<file path="config.mk">
export PLATFORM = sky130hd
export DESIGN_NAME = preemptive_priority_scheduler_top_flat
export DESIGN_NICKNAME = d
export VERILOG_FILES = /design/src/pps_pkg.sv /design/src/pps_req_if.sv /design/src/pps_rsp_if.sv /design/src/pps_ram.sv /design/src/pps_ctrl.sv /design/src/pps_datapath.sv /design/src/preemptive_priority_scheduler_top.sv /design/src/flat_wrapper.sv
export SDC_FILE = /design/constraint.sdc
export NUM_CORES = 2
export LEC_CHECK = 0
export BUFFER_PORTS_ARGS = -buffer_cell sky130_fd_sc_hd__buf_2
export CAP_MARGIN = 20
export CORE_MARGIN = 5
export CORE_UTILIZATION = 55
export CTS_BUF_LIST = sky130_fd_sc_hd__clkbuf_8
export CTS_CLUSTER_DIAMETER = 150
export CTS_CLUSTER_SIZE = 10
export DETAILED_ROUTE_END_ITERATION = 8
export PLACE_DENSITY = 0.81
export SETUP_SLACK_MARGIN = 0.3
export SKIP_CTS_REPAIR_TIMING = 1
export SYNTH_ARGS = -nofsm -noshare
export SYNTH_HDL_FRONTEND = slang
export SYNTH_SLANG_ARGS = --single-unit
</file>
<file path="constraint.sdc">
create_clock -name clk -period 13.4 [get_ports clk]
set_clock_uncertainty 0.05 [all_clocks]
set_input_delay 1.34 -clock clk [delete_from_list [all_inputs] [get_ports clk]]
set_output_delay 1.34 -clock clk [all_outputs]
set_load 0.1 [all_outputs]
</file>
<file path="src/pps_pkg.sv">
// Shared types, widths and codes for the preemptive priority scheduler.
// No dependencies; all RTL but pps_ram uses it by scoped names.
`timescale 1ns / 1ps
`default_nettype none
package pps_pkg;

  localparam int MAX_JOBS = 16;
  localparam int IDX_W    = (MAX_JOBS > 1) ? $clog2(MAX_JOBS) : 1;
  localparam int CNT_W    = $clog2(MAX_JOBS + 1);

  localparam int OP_W   = 2;
  localparam int ARR_W  = 16;
  localparam int BUR_W  = 16;
  localparam int PRI_W  = 8;
  localparam int STAT_W = 3;
  localparam int JOB_W  = 5;
  localparam int TIME_W = 24;
  localparam int DONE_W = 5;
  localparam int SUM_W  = 28;

  localparam logic [OP_W-1:0] OP_LOAD  = 2'd0;
  localparam logic [OP_W-1:0] OP_TICK  = 2'd1;
  localparam logic [OP_W-1:0] OP_CLEAR = 2'd2;

  localparam logic [STAT_W-1:0] ST_RAN     = 3'd0;
  localparam logic [STAT_W-1:0] ST_IDLE    = 3'd1;
  localparam logic [STAT_W-1:0] ST_LOADED  = 3'd2;
  localparam logic [STAT_W-1:0] ST_FULL    = 3'd3;
  localparam logic [STAT_W-1:0] ST_CLEARED = 3'd4;
  localparam logic [STAT_W-1:0] ST_BAD     = 3'd5;

  localparam logic [TIME_W-1:0] TIME_MAX = '1;
  localparam logic [DONE_W-1:0] DONE_MAX = '1;

  // One job table entry, kept as a single RAM word.
  typedef struct packed {
    logic [ARR_W-1:0] arr;
    logic [BUR_W-1:0] bur;
    logic [PRI_W-1:0] pri;
    logic [BUR_W-1:0] rem;
  } entry_t;

  localparam int ENTRY_W = $bits(entry_t);

  // Controller to datapath commands.
  typedef struct packed {
    logic accept;
    logic load;
    logic clear;
    logic scan;
    logic run;
    logic wcalc;
    logic accum;
    logic emit;
  } cmd_t;

  // Datapath to controller status.
  typedef struct packed {
    logic count_zero;
    logic scan_last;
    logic out_free;
  } sts_t;

  // One result item.
  typedef struct packed {
    logic [STAT_W-1:0] status;
    logic [JOB_W-1:0]  job_number;
    logic              job_finished;
    logic [TIME_W-1:0] finish_time;
    logic [TIME_W-1:0] turnaround;
    logic [TIME_W-1:0] waiting;
    logic [DONE_W-1:0] jobs_done;
    logic [SUM_W-1:0]  turnaround_sum;
    logic [SUM_W-1:0]  waiting_sum;
    logic [TIME_W-1:0] now;
  } res_t;

endpackage
`default_nettype wire

</file>
<file path="src/pps_req_if.sv">
// Request channel of the scheduler: valid/ready plus the request fields.
// Depends on pps_pkg for field widths.
`timescale 1ns / 1ps
`default_nettype none
interface pps_req_if;
  logic                         valid;
  logic                         ready;
  logic [pps_pkg::OP_W-1:0]     operation;
  logic [pps_pkg::ARR_W-1:0]    arrival_time;
  logic [pps_pkg::BUR_W-1:0]    burst_length;
  logic [pps_pkg::PRI_W-1:0]    job_priority;

  modport source (output valid, operation, arrival_time, burst_length, job_priority,
                  input ready);
  modport sink   (input valid, operation, arrival_time, burst_length, job_priority,
                  output ready);
endinterface
`default_nettype wire

</file>
<file path="src/pps_rsp_if.sv">
// Result channel of the scheduler: valid/ready plus the result fields.
// Depends on pps_pkg for field widths.
`timescale 1ns / 1ps
`default_nettype none
interface pps_rsp_if;
  logic                          valid;
  logic                          ready;
  logic [pps_pkg::STAT_W-1:0]    status;
  logic [pps_pkg::JOB_W-1:0]     job_number;
  logic                          job_finished;
  logic [pps_pkg::TIME_W-1:0]    finish_time;
  logic [pps_pkg::TIME_W-1:0]    turnaround;
  logic [pps_pkg::TIME_W-1:0]    waiting;
  logic [pps_pkg::DONE_W-1:0]    jobs_done;
  logic [pps_pkg::SUM_W-1:0]     turnaround_sum;
  logic [pps_pkg::SUM_W-1:0]     waiting_sum;
  logic [pps_pkg::TIME_W-1:0]    now;

  modport source (output valid, status, job_number, job_finished, finish_time,
                  turnaround, waiting, jobs_done, turnaround_sum, waiting_sum, now,
                  input ready);
  modport sink   (input valid, status, job_number, job_finished, finish_time,
                  turnaround, waiting, jobs_done, turnaround_sum, waiting_sum, now,
                  output ready);
endinterface
`default_nettype wire

</file>
<file path="src/pps_ram.sv">
// Generic single-port RAM, write and registered read on one address.
// No dependencies.
`timescale 1ns / 1ps
`default_nettype none
module pps_ram #(
  parameter int WIDTH = 8,
  parameter int DEPTH = 16
) (
  input  wire logic                                        clk,
  input  wire logic                                        we,
  input  wire logic [((DEPTH > 1) ? $clog2(DEPTH) : 1)-1:0] addr,
  input  wire logic [WIDTH-1:0]                            wdata,
  output      logic [WIDTH-1:0]                            rdata
);
  logic [WIDTH-1:0] mem [DEPTH];

  always_ff @(posedge clk) begin
    if (we) begin
      mem[addr] <= wdata;
    end
    rdata <= mem[addr];
  end
endmodule
`default_nettype wire

</file>
<file path="src/pps_ctrl.sv">
// Sequencer of the scheduler: decodes requests and steps the datapath.
// Depends on pps_pkg (cmd_t, sts_t, op codes).
`timescale 1ns / 1ps
`default_nettype none
module pps_ctrl (
  input  wire logic                     clk,
  input  wire logic                     rst,
  input  wire logic                     req_valid,
  input  wire logic [pps_pkg::OP_W-1:0] req_op,
  output      logic                     req_ready,
  input  wire pps_pkg::sts_t            sts,
  output      pps_pkg::cmd_t            cmd
);
  localparam logic [3:0] S_IDLE  = 4'd0;
  localparam logic [3:0] S_LOAD  = 4'd1;
  localparam logic [3:0] S_CLEAR = 4'd2;
  localparam logic [3:0] S_SCAN  = 4'd3;
  localparam logic [3:0] S_DRAIN = 4'd4;
  localparam logic [3:0] S_RUN   = 4'd5;
  localparam logic [3:0] S_WCALC = 4'd6;
  localparam logic [3:0] S_ACCUM = 4'd7;
  localparam logic [3:0] S_EMIT  = 4'd8;

  logic [3:0] state, state_next;

  assign req_ready = (state == S_IDLE);

  always_comb begin
    state_next = state;
    cmd        = '0;
    unique case (state)
      S_IDLE: begin
        if (req_valid) begin
          cmd.accept = 1'b1;
          unique case (req_op)
            pps_pkg::OP_LOAD:  state_next = S_LOAD;
            pps_pkg::OP_CLEAR: state_next = S_CLEAR;
            pps_pkg::OP_TICK:  state_next = sts.count_zero ? S_RUN : S_SCAN;
            default:           state_next = S_IDLE;  // unused op: dropped
          endcase
        end
      end
      S_LOAD: begin
        cmd.load   = 1'b1;
        state_next = S_EMIT;
      end
      S_CLEAR: begin
        cmd.clear  = 1'b1;
        state_next = S_EMIT;
      end
      S_SCAN: begin
        cmd.scan = 1'b1;
        if (sts.scan_last) begin
          state_next = S_DRAIN;
        end
      end
      S_DRAIN: state_next = S_RUN;   // last read word is compared here
      S_RUN: begin
        cmd.run    = 1'b1;
        state_next = S_WCALC;
      end
      S_WCALC: begin
        cmd.wcalc  = 1'b1;
        state_next = S_ACCUM;
      end
      S_ACCUM: begin
        cmd.accum  = 1'b1;
        state_next = S_EMIT;
      end
      S_EMIT: begin
        if (sts.out_free) begin
          cmd.emit   = 1'b1;
          state_next = S_IDLE;
        end
      end
      default: state_next = S_IDLE;
    endcase
  end

  always_ff @(posedge clk) begin
    if (rst) begin
      state <= S_IDLE;
    end else begin
      state <= state_next;
    end
  end
endmodule
`default_nettype wire

</file>
<file path="src/pps_datapath.sv">
// Datapath of the scheduler: job table RAM, scan compare, time and totals,
// result staging and the output register. Depends on pps_pkg and pps_ram.
`timescale 1ns / 1ps
`default_nettype none
module pps_datapath (
  input  wire logic                      clk,
  input  wire logic                      rst,
  input  wire pps_pkg::cmd_t             cmd,
  output      pps_pkg::sts_t             sts,
  input  wire logic [pps_pkg::ARR_W-1:0] req_arr,
  input  wire logic [pps_pkg::BUR_W-1:0] req_bur,
  input  wire logic [pps_pkg::PRI_W-1:0] req_pri,
  output      logic                      out_valid,
  input  wire logic                      out_ready,
  output      pps_pkg::res_t             out_res
);
  localparam int IDX_W  = pps_pkg::IDX_W;
  localparam int CNT_W  = pps_pkg::CNT_W;
  localparam int TIME_W = pps_pkg::TIME_W;
  localparam int SUM_W  = pps_pkg::SUM_W;
  localparam int JOB_W  = pps_pkg::JOB_W;

  // latched request
  logic [pps_pkg::ARR_W-1:0] arr_q;
  logic [pps_pkg::BUR_W-1:0] bur_q;
  logic [pps_pkg::PRI_W-1:0] pri_q;

  // architectural state
  logic [CNT_W-1:0]          job_count;
  logic [TIME_W-1:0]         time_now;
  logic [pps_pkg::DONE_W-1:0] done_count;
  logic [SUM_W-1:0]          tat_total;
  logic [SUM_W-1:0]          wt_total;

  // scan and best candidate
  logic [IDX_W-1:0]          scan_idx;
  logic [IDX_W-1:0]          cmp_idx;
  logic                      cmp_valid;
  logic                      found;
  logic [IDX_W-1:0]          best_idx;
  pps_pkg::entry_t           best;

  // staged result fields
  logic [pps_pkg::STAT_W-1:0] res_status;
  logic [JOB_W-1:0]           res_job;
  logic                       res_fin;
  logic [TIME_W-1:0]          res_ftime;
  logic [TIME_W-1:0]          res_tat;
  logic [TIME_W-1:0]          res_wt;

  // RAM port
  logic                      ram_we;
  logic [IDX_W-1:0]          ram_addr;
  pps_pkg::entry_t           ram_wdata;
  logic [pps_pkg::ENTRY_W-1:0] ram_rdata;
  pps_pkg::entry_t           rd;

  logic                      load_ok;
  logic                      elig;
  logic                      better;
  logic [TIME_W-1:0]         time_inc;
  logic [pps_pkg::BUR_W-1:0] rem_dec;
  logic                      fin_now;
  logic [SUM_W:0]            tat_sum_raw;
  logic [SUM_W:0]            wt_sum_raw;

  pps_ram #(
    .WIDTH (pps_pkg::ENTRY_W),
    .DEPTH (pps_pkg::MAX_JOBS)
  ) u_table (
    .clk   (clk),
    .we    (ram_we),
    .addr  (ram_addr),
    .wdata (ram_wdata),
    .rdata (ram_rdata)
  );

  assign rd      = pps_pkg::entry_t'(ram_rdata);
  assign load_ok = (bur_q != '0) && (job_count < CNT_W'(pps_pkg::MAX_JOBS));

  always_comb begin
    ram_we    = 1'b0;
    ram_addr  = scan_idx;
    ram_wdata = best;
    ram_wdata.rem = rem_dec;
    if (cmd.load) begin
      ram_we    = load_ok;
      ram_addr  = job_count[IDX_W-1:0];
      ram_wdata = '{arr: arr_q, bur: bur_q, pri: pri_q, rem: bur_q};
    end else if (cmd.run) begin
      ram_we   = found;
      ram_addr = best_idx;
    end
  end

  // candidate check on the word read last cycle
  assign elig   = ({{(TIME_W-pps_pkg::ARR_W){1'b0}}, rd.arr} <= time_now) && (rd.rem != '0);
  assign better = !found || (rd.pri < best.pri) ||
                  ((rd.pri == best.pri) && (rd.arr < best.arr));

  assign time_inc = (time_now == pps_pkg::TIME_MAX) ? time_now : time_now + 1'b1;
  assign rem_dec  = best.rem - 1'b1;
  assign fin_now  = (rem_dec == '0);

  assign tat_sum_raw = {1'b0, tat_total} + (SUM_W+1)'(res_tat);
  assign wt_sum_raw  = {1'b0, wt_total}  + (SUM_W+1)'(res_wt);

  assign sts.count_zero = (job_count == '0);
  assign sts.scan_last  = ((CNT_W'(scan_idx) + 1'b1) == job_count);
  assign sts.out_free   = !out_valid || out_ready;

  // request latch, scan and candidate tracking
  always_ff @(posedge clk) begin
    if (rst) begin
      cmp_valid <= 1'b0;
      found     <= 1'b0;
      scan_idx  <= '0;
    end else begin
      cmp_valid <= cmd.scan;
      if (cmd.accept) begin
        found    <= 1'b0;
        scan_idx <= '0;
      end else if (cmd.scan) begin
        scan_idx <= scan_idx + 1'b1;
      end
      if (cmp_valid && elig && better) begin
        found <= 1'b1;
      end
    end
    if (cmd.accept) begin
      arr_q <= req_arr;
      bur_q <= req_bur;
      pri_q <= req_pri;
    end
    cmp_idx <= scan_idx;
    if (cmp_valid && elig && better) begin
      best     <= rd;
      best_idx <= cmp_idx;
    end
  end

  // architectural state
  always_ff @(posedge clk) begin
    if (rst) begin
      job_count  <= '0;
      time_now   <= '0;
      done_count <= '0;
      tat_total  <= '0;
      wt_total   <= '0;
    end else begin
      if (cmd.clear) begin
        job_count  <= '0;
        time_now   <= '0;
        done_count <= '0;
        tat_total  <= '0;
        wt_total   <= '0;
      end
      if (cmd.load && load_ok) begin
        job_count <= job_count + 1'b1;
      end
      if (cmd.run) begin
        time_now <= time_inc;
        if (found && fin_now && (done_count != pps_pkg::DONE_MAX)) begin
          done_count <= done_count + 1'b1;
        end
      end
      if (cmd.accum && res_fin) begin
        tat_total <= tat_sum_raw[SUM_W] ? '1 : tat_sum_raw[SUM_W-1:0];
        wt_total  <= wt_sum_raw[SUM_W]  ? '1 : wt_sum_raw[SUM_W-1:0];
      end
    end
  end

  // result staging
  always_ff @(posedge clk) begin
    if (cmd.load) begin
      res_fin   <= 1'b0;
      res_ftime <= '0;
      res_tat   <= '0;
      res_wt    <= '0;
      if (bur_q == '0) begin
        res_status <= pps_pkg::ST_BAD;
        res_job    <= '0;
      end else if (!load_ok) begin
        res_status <= pps_pkg::ST_FULL;
        res_job    <= '0;
      end else begin
        res_status <= pps_pkg::ST_LOADED;
        res_job    <= JOB_W'(job_count + 1'b1);
      end
    end
    if (cmd.clear) begin
      res_status <= pps_pkg::ST_CLEARED;
      res_job    <= '0;
      res_fin    <= 1'b0;
      res_ftime  <= '0;
      res_tat    <= '0;
      res_wt     <= '0;
    end
    if (cmd.run) begin
      res_wt <= '0;
      if (found) begin
        res_status <= pps_pkg::ST_RAN;
        res_job    <= JOB_W'(best_idx) + 1'b1;
        res_fin    <= fin_now;
        res_ftime  <= fin_now ? time_inc : '0;
        res_tat    <= fin_now ?
                      time_inc - {{(TIME_W-pps_pkg::ARR_W){1'b0}}, best.arr} : '0;
      end else begin
        res_status <= pps_pkg::ST_IDLE;
        res_job    <= '0;
        res_fin    <= 1'b0;
        res_ftime  <= '0;
        res_tat    <= '0;
      end
    end
    if (cmd.wcalc) begin
      if (res_fin && (res_tat >= {{(TIME_W-pps_pkg::BUR_W){1'b0}}, best.bur})) begin
        res_wt <= res_tat - {{(TIME_W-pps_pkg::BUR_W){1'b0}}, best.bur};
      end else begin
        res_wt <= '0;
      end
    end
  end

  // output register
  always_ff @(posedge clk) begin
    if (rst) begin
      out_valid <= 1'b0;
    end else if (cmd.emit) begin
      out_valid <= 1'b1;
    end else if (out_ready) begin
      out_valid <= 1'b0;
    end
    if (cmd.emit) begin
      out_res <= '{status:         res_status,
                   job_number:     res_job,
                   job_finished:   res_fin,
                   finish_time:    res_ftime,
                   turnaround:     res_tat,
                   waiting:        res_wt,
                   jobs_done:      done_count,
                   turnaround_sum: tat_total,
                   waiting_sum:    wt_total,
                   now:            time_now};
    end
  end
endmodule
`default_nettype wire

</file>
<file path="src/preemptive_priority_scheduler_top.sv">
// Top level of the preemptive priority scheduler: controller, datapath and
// the channel interfaces. Depends on pps_pkg, pps_req_if, pps_rsp_if,
// pps_ctrl and pps_datapath.
//
// Usage:
//   req carries one request: load a job, advance time by one unit, or clear
//   the table, time and totals. Operation code 3 is accepted and dropped.
//   rsp carries exactly one result for each load, tick or clear.
//   Handshake on both channels: a transfer happens on a rising clk edge with
//   valid and ready high.
// Sequencing (req.ready is high only while the controller is idle):
//   load, clear: the result is staged in the datapath, then registered in
//     the output register; the next request is taken after that.
//   tick: the job table is a single-port RAM read one entry per cycle; the
//     scan reads each of the N jobs in it (16 when the table is full),
//     a drain state compares the last word read, and the tail is update,
//     waiting-time calc, totals, and emit.
//   With an empty table a tick skips the scan and the drain state.
// Stalls:
//   rsp has a single output register. The next request is taken while a
//   result waits; that request's result is held back in the datapath until
//   the register frees, and req.ready stays low meanwhile.
// Reset (rst, synchronous, active high): job count, time, completion count
//   and totals go to zero; the table contents are not cleared and are never
//   read before being written.
`timescale 1ns / 1ps
`default_nettype none
module preemptive_priority_scheduler_top (
  input  wire logic    clk,
  input  wire logic    rst,
  pps_req_if.sink      req,
  pps_rsp_if.source    rsp
);
  pps_pkg::cmd_t cmd;
  pps_pkg::sts_t sts;
  pps_pkg::res_t out_res;
  logic          ctrl_ready;

  // request decode and sequencing
  pps_ctrl u_ctrl (
    .clk       (clk),
    .rst       (rst),
    .req_valid (req.valid),
    .req_op    (req.operation),
    .req_ready (ctrl_ready),
    .sts       (sts),
    .cmd       (cmd)
  );

  assign req.ready = ctrl_ready;

  // table, arithmetic and result register
  pps_datapath u_datapath (
    .clk       (clk),
    .rst       (rst),
    .cmd       (cmd),
    .sts       (sts),
    .req_arr   (req.arrival_time),
    .req_bur   (req.burst_length),
    .req_pri   (req.job_priority),
    .out_valid (rsp.valid),
    .out_ready (rsp.ready),
    .out_res   (out_res)
  );

  assign rsp.status         = out_res.status;
  assign rsp.job_number     = out_res.job_number;
  assign rsp.job_finished   = out_res.job_finished;
  assign rsp.finish_time    = out_res.finish_time;
  assign rsp.turnaround     = out_res.turnaround;
  assign rsp.waiting        = out_res.waiting;
  assign rsp.jobs_done      = out_res.jobs_done;
  assign rsp.turnaround_sum = out_res.turnaround_sum;
  assign rsp.waiting_sum    = out_res.waiting_sum;
  assign rsp.now            = out_res.now;
endmodule
`default_nettype wire

</file>
<file path="src/flat_wrapper.sv">
// flat-port wrapper written by rule: the top's interface ports become plain ports
module preemptive_priority_scheduler_top_flat 
  (clk, rst, req_valid, req_operation, req_arrival_time, req_burst_length, req_job_priority, req_ready, rsp_valid, rsp_status, rsp_job_number, rsp_job_finished, rsp_finish_time, rsp_turnaround, rsp_waiting, rsp_jobs_done, rsp_turnaround_sum, rsp_waiting_sum, rsp_now, rsp_ready);
  pps_req_if req_i ();
  pps_rsp_if rsp_i ();
  input  wire logic clk;
  input  wire logic rst;
  input wire logic [$bits(req_i.valid)-1:0] req_valid;
  input wire logic [$bits(req_i.operation)-1:0] req_operation;
  input wire logic [$bits(req_i.arrival_time)-1:0] req_arrival_time;
  input wire logic [$bits(req_i.burst_length)-1:0] req_burst_length;
  input wire logic [$bits(req_i.job_priority)-1:0] req_job_priority;
  output wire logic [$bits(req_i.ready)-1:0] req_ready;
  output wire logic [$bits(rsp_i.valid)-1:0] rsp_valid;
  output wire logic [$bits(rsp_i.status)-1:0] rsp_status;
  output wire logic [$bits(rsp_i.job_number)-1:0] rsp_job_number;
  output wire logic [$bits(rsp_i.job_finished)-1:0] rsp_job_finished;
  output wire logic [$bits(rsp_i.finish_time)-1:0] rsp_finish_time;
  output wire logic [$bits(rsp_i.turnaround)-1:0] rsp_turnaround;
  output wire logic [$bits(rsp_i.waiting)-1:0] rsp_waiting;
  output wire logic [$bits(rsp_i.jobs_done)-1:0] rsp_jobs_done;
  output wire logic [$bits(rsp_i.turnaround_sum)-1:0] rsp_turnaround_sum;
  output wire logic [$bits(rsp_i.waiting_sum)-1:0] rsp_waiting_sum;
  output wire logic [$bits(rsp_i.now)-1:0] rsp_now;
  input wire logic [$bits(rsp_i.ready)-1:0] rsp_ready;
  assign req_i.valid = req_valid;
  assign req_i.operation = req_operation;
  assign req_i.arrival_time = req_arrival_time;
  assign req_i.burst_length = req_burst_length;
  assign req_i.job_priority = req_job_priority;
  assign req_ready = req_i.ready;
  assign rsp_valid = rsp_i.valid;
  assign rsp_status = rsp_i.status;
  assign rsp_job_number = rsp_i.job_number;
  assign rsp_job_finished = rsp_i.job_finished;
  assign rsp_finish_time = rsp_i.finish_time;
  assign rsp_turnaround = rsp_i.turnaround;
  assign rsp_waiting = rsp_i.waiting;
  assign rsp_jobs_done = rsp_i.jobs_done;
  assign rsp_turnaround_sum = rsp_i.turnaround_sum;
  assign rsp_waiting_sum = rsp_i.waiting_sum;
  assign rsp_now = rsp_i.now;
  assign rsp_i.ready = rsp_ready;
  preemptive_priority_scheduler_top u_core (.clk(clk), .rst(rst), .req(req_i), .rsp(rsp_i));
endmodule
</file>
==> reports/metrics.yaml <==
clocking:
  clk_pin_slew_ns: 0.08
  cts-buffers-inserted: 158
  clock_latency_ns: 0.88
  cts_htree_levels: 4
  clock_sinks: 1404
  cts_root_buffer: "clkbuf_8"
  cts_tree: "yes"
  cts_max_path_buffers: 3
grt:
  grt_first_pass_wirelength_um: 196100
  grt_pass1_vias: 32010
  antenna_found_initial: 5
  grt_overflow: 0
  grt_max_degree: 164
  grtUsageTotal: 0.2331
yosys:
  syn_area_um2: 56980
  syn_nets: 3626
  ys_seq_area_frac: 0.7117
  synth_edf_count: 1243
  synthFlopType: "edfxtp_1"
  syn_avg_cell_area_um2: 16.53
  yosysWarnings: 0
  synth_seq_cells: 1404
  synth_async_sr_flop_share: 0
  yosysUniqueCellTypes: 74
  synth_cells: 3448
routing:
  ant_nets: 0
  drc_errors: 0
  drtIter0Drc: 3956
  vias_per_cell: 6.115
  finalWirelength_um: 129800
  wire_per_inst_um: 24.62
  vias: 32220
  firstDrtPassIters: 5
place:
  io_buffers: 213
  dpl_worst_slack_ns: 6.564
  place.gp.congestion: 0.9273
  dp_hpwl_um: 79490
sta:
  tightest_slew_ns: 1.139
  setup_viol: 0
  fin_ws_ns: 7.264
  min_period_ns: 6.136
  fmax_mhz: 163.0
  hold_viol_final: 0
  setup_tns_ns: 0
  rsz0062_at_grt: "false"
  slew_violations: 0
  slew_headroom: 0.2324
  post-route-period-util: 0.4579
  hold_ws_ns: 0.3492
pwr:
  seqPwrFrac: 0.494
  clockPowerShare: 0.209
  intPower_mw: 8.092
  power_density_nw_per_um2: 197.8
  p_leak_nw: 21.64
  p_comb_frac: 0.298
  p_sw_frac: 0.3499
  power.switching_mw: 4.356
  peakVddDrop_uv: 204.8
setup_path:
  crit_path_max_fanout: 44
  cp.arrival_ns: 6.74
  crit_chain: "nand2b_1 -> nand2b_1 -> nand2_1 -> a31oi_4 -> buf_4 -> buf_4 -> buf_4 -> mux4_2 -> nor2b_1 -> a211oi_1 -> a21oi_1"
  crit_family: "buffers and inverters"
  start_kind: "flop"
  cp.buffers_inverters: 3
  path_depth: 11
  rr_worst_depth: 11
  worstSetupStartpoint: "u_core.u_ctrl.state[3]$_SDFFE_PP0P_"
  max_stage_delay_ns: 0.85
  cp.required_ns: 14.00
  crit_type: "flop to flop"
  end_kind: "flop"
  crit_top_cell: "buf_4"
  r2r-start: "u_core.u_ctrl.state[3]$_SDFFE_PP0P_"
  cp_slowest_cell: "a31oi_4"
floorplan:
  die_area_um2: 110100
  core_um2: 103200
  pin_count: 214
  start_util: 0.5521
  rows: 118
  die_w_um: 331.9
  die_h_um: 331.9
cells_and_area:
  layout_commonest_cell: "edfxtp_1"
  num-nets-final: 3939
  area_growth_pct: 10.43
  final_cell_mix: "1243 x edfxtp_1, 224 x mux4_2, 214 x buf_2"
  drive_gt1_frac: 0.1921
worst_hold_path:
  hold_path_depth: 0
  hold_start: "u_core.u_datapath.u_table.rdata[34]$_DFF_P_"
  holdCritPathClass: "flop to flop"
run_status:
  outcome: "finished clean"
flow_run:
  cap_violations: 0
## routing by layer
| metal | wire length (um) | GRT usage | vias up |
|---|---|---|---|
| li1 | - | - | 14230 |
| met1 | 50490 | 0.3173 | 16140 |
| met2 | 62930 | 0.3775 | 1604 |
| met3 | 11750 | 0.05047 | 249 |
| met4 | 4565 | 0.08429 | 2 |
| met5 | 7 | 0 | - |
## kinds of logic after synthesis
| family | share of synthesized area |
|---|---|
| flops | 0.7117 |
| simple gates | 0.05529 |
| compound gates | 0.06816 |
| mux | 0.09930 |
| buf+inv | 0.01763 |
| fa+ha+maj | 0.02951 |
| xor+xnor | 0.01845 |
## synth_stat cells, types with 17 or more instances
cell type	instances	area [um2]
ha_1	128	1602
o21ai_0	110	550.5
nor4_1	18	112.6
nand2_1	144	540.5
nor2_1	179	671.9
mux4_2	224	5045
xor2_1	62	543.0
a211oi_1	94	705.7
inv_1	98	367.9
nand2b_1	25	156.4
and2_1	23	143.9
xnor2_1	58	508.0
nor3_1	56	280.3
nand4_1	24	150.1
dfxtp_1	161	3223
a21oi_1	211	1056
edfxtp_1	1243	37330
a21o_1	34	255.2
nand3_1	48	240.2
o21a_1	17	127.6
clkbuf_1	102	382.9
nor2b_1	73	456.7
buf_2	37	185.2
mux2i_1	59	590.6
## power by group through the flow
stage	logic, mW	clock network [mW]	registers [mW]
after floorplan	2.06	0	6.84
after global placement	3.58	0	6.23
after detailed placement	3.68	0	6.24
after CTS	3.70	2.66	6.14
after global routing	3.97	2.87	6.17
final	3.71	2.60	6.15
## flip-flops by register name, indices dropped and copies added, names as in the netlist, 5 cells and up
register	flops
u_core.u_datapath.u_table.mem	896
u_core.u_datapath.out_res	166
u_core.u_datapath.best	56
u_core.u_datapath.u_table.rdata	56
u_core.u_datapath.tat_total	28
u_core.u_datapath.wt_total	28
u_core.u_datapath.res_ftime	24
u_core.u_datapath.res_tat	24
u_core.u_datapath.res_wt	24
u_core.u_datapath.time_now	24
u_core.u_datapath.arr_q	16
u_core.u_datapath.bur_q	16
u_core.u_datapath.pri_q	8
u_core.u_datapath.done_count	5
u_core.u_datapath.job_count	5
u_core.u_datapath.res_job	5
## stage by stage
step / instance area, um2 / total power, mW / std cells / utilization
6_report: 62920 / 12.45 / 5270 / 0.6097
5_1_grt: 62920 / 13.01 / 5269 / 0.6097
4_1_cts: 62840 / 12.50 / 5263 / 0.6089
3_5_place_dp: 60060 / 9.924 / 4976 / 0.5820
3_3_place_gp: 60000 / 9.805 / 4969 / 0.5814
2_1_floorplan: 56980 / 8.900 / 3448 / -
## worst paths after layout
check                                                             endpoint  slack (ns)
worst max-delay path            u_core.u_datapath.u_table.rdata[3]$_DFF_P_        7.26
worst min-delay path                  u_core.u_datapath.best[34]$_DFFE_PP_        0.35
worst max register to register  u_core.u_datapath.u_table.rdata[3]$_DFF_P_        7.26
worst min register to register        u_core.u_datapath.best[34]$_DFFE_PP_        0.35
## worst register-to-register path, stage by stage, from the launching register on
cell	delay (ns)
dfxtp_1	0.64
nand2b_1	0.42
nand2b_1	0.77
nand2_1	0.21
a31oi_4	0.85
buf_4	0.46
buf_4	0.57
buf_4	0.80
mux4_2	0.61
nor2b_1	0.14
a211oi_1	0.33
a21oi_1	0.10
## cell type report
type	instances	area, um2
inverters	98	367.9
well taps	1380	1727
clock inverters	127	576.8
flip-flops and latches	1404	40550
diodes	2	5.005
fillers	7176	40280
multi-input cells	1791	15640
repair buffers	308	1853
clock buffers	160	2202
No activity file was read; power rests on OpenSTA's default activity.
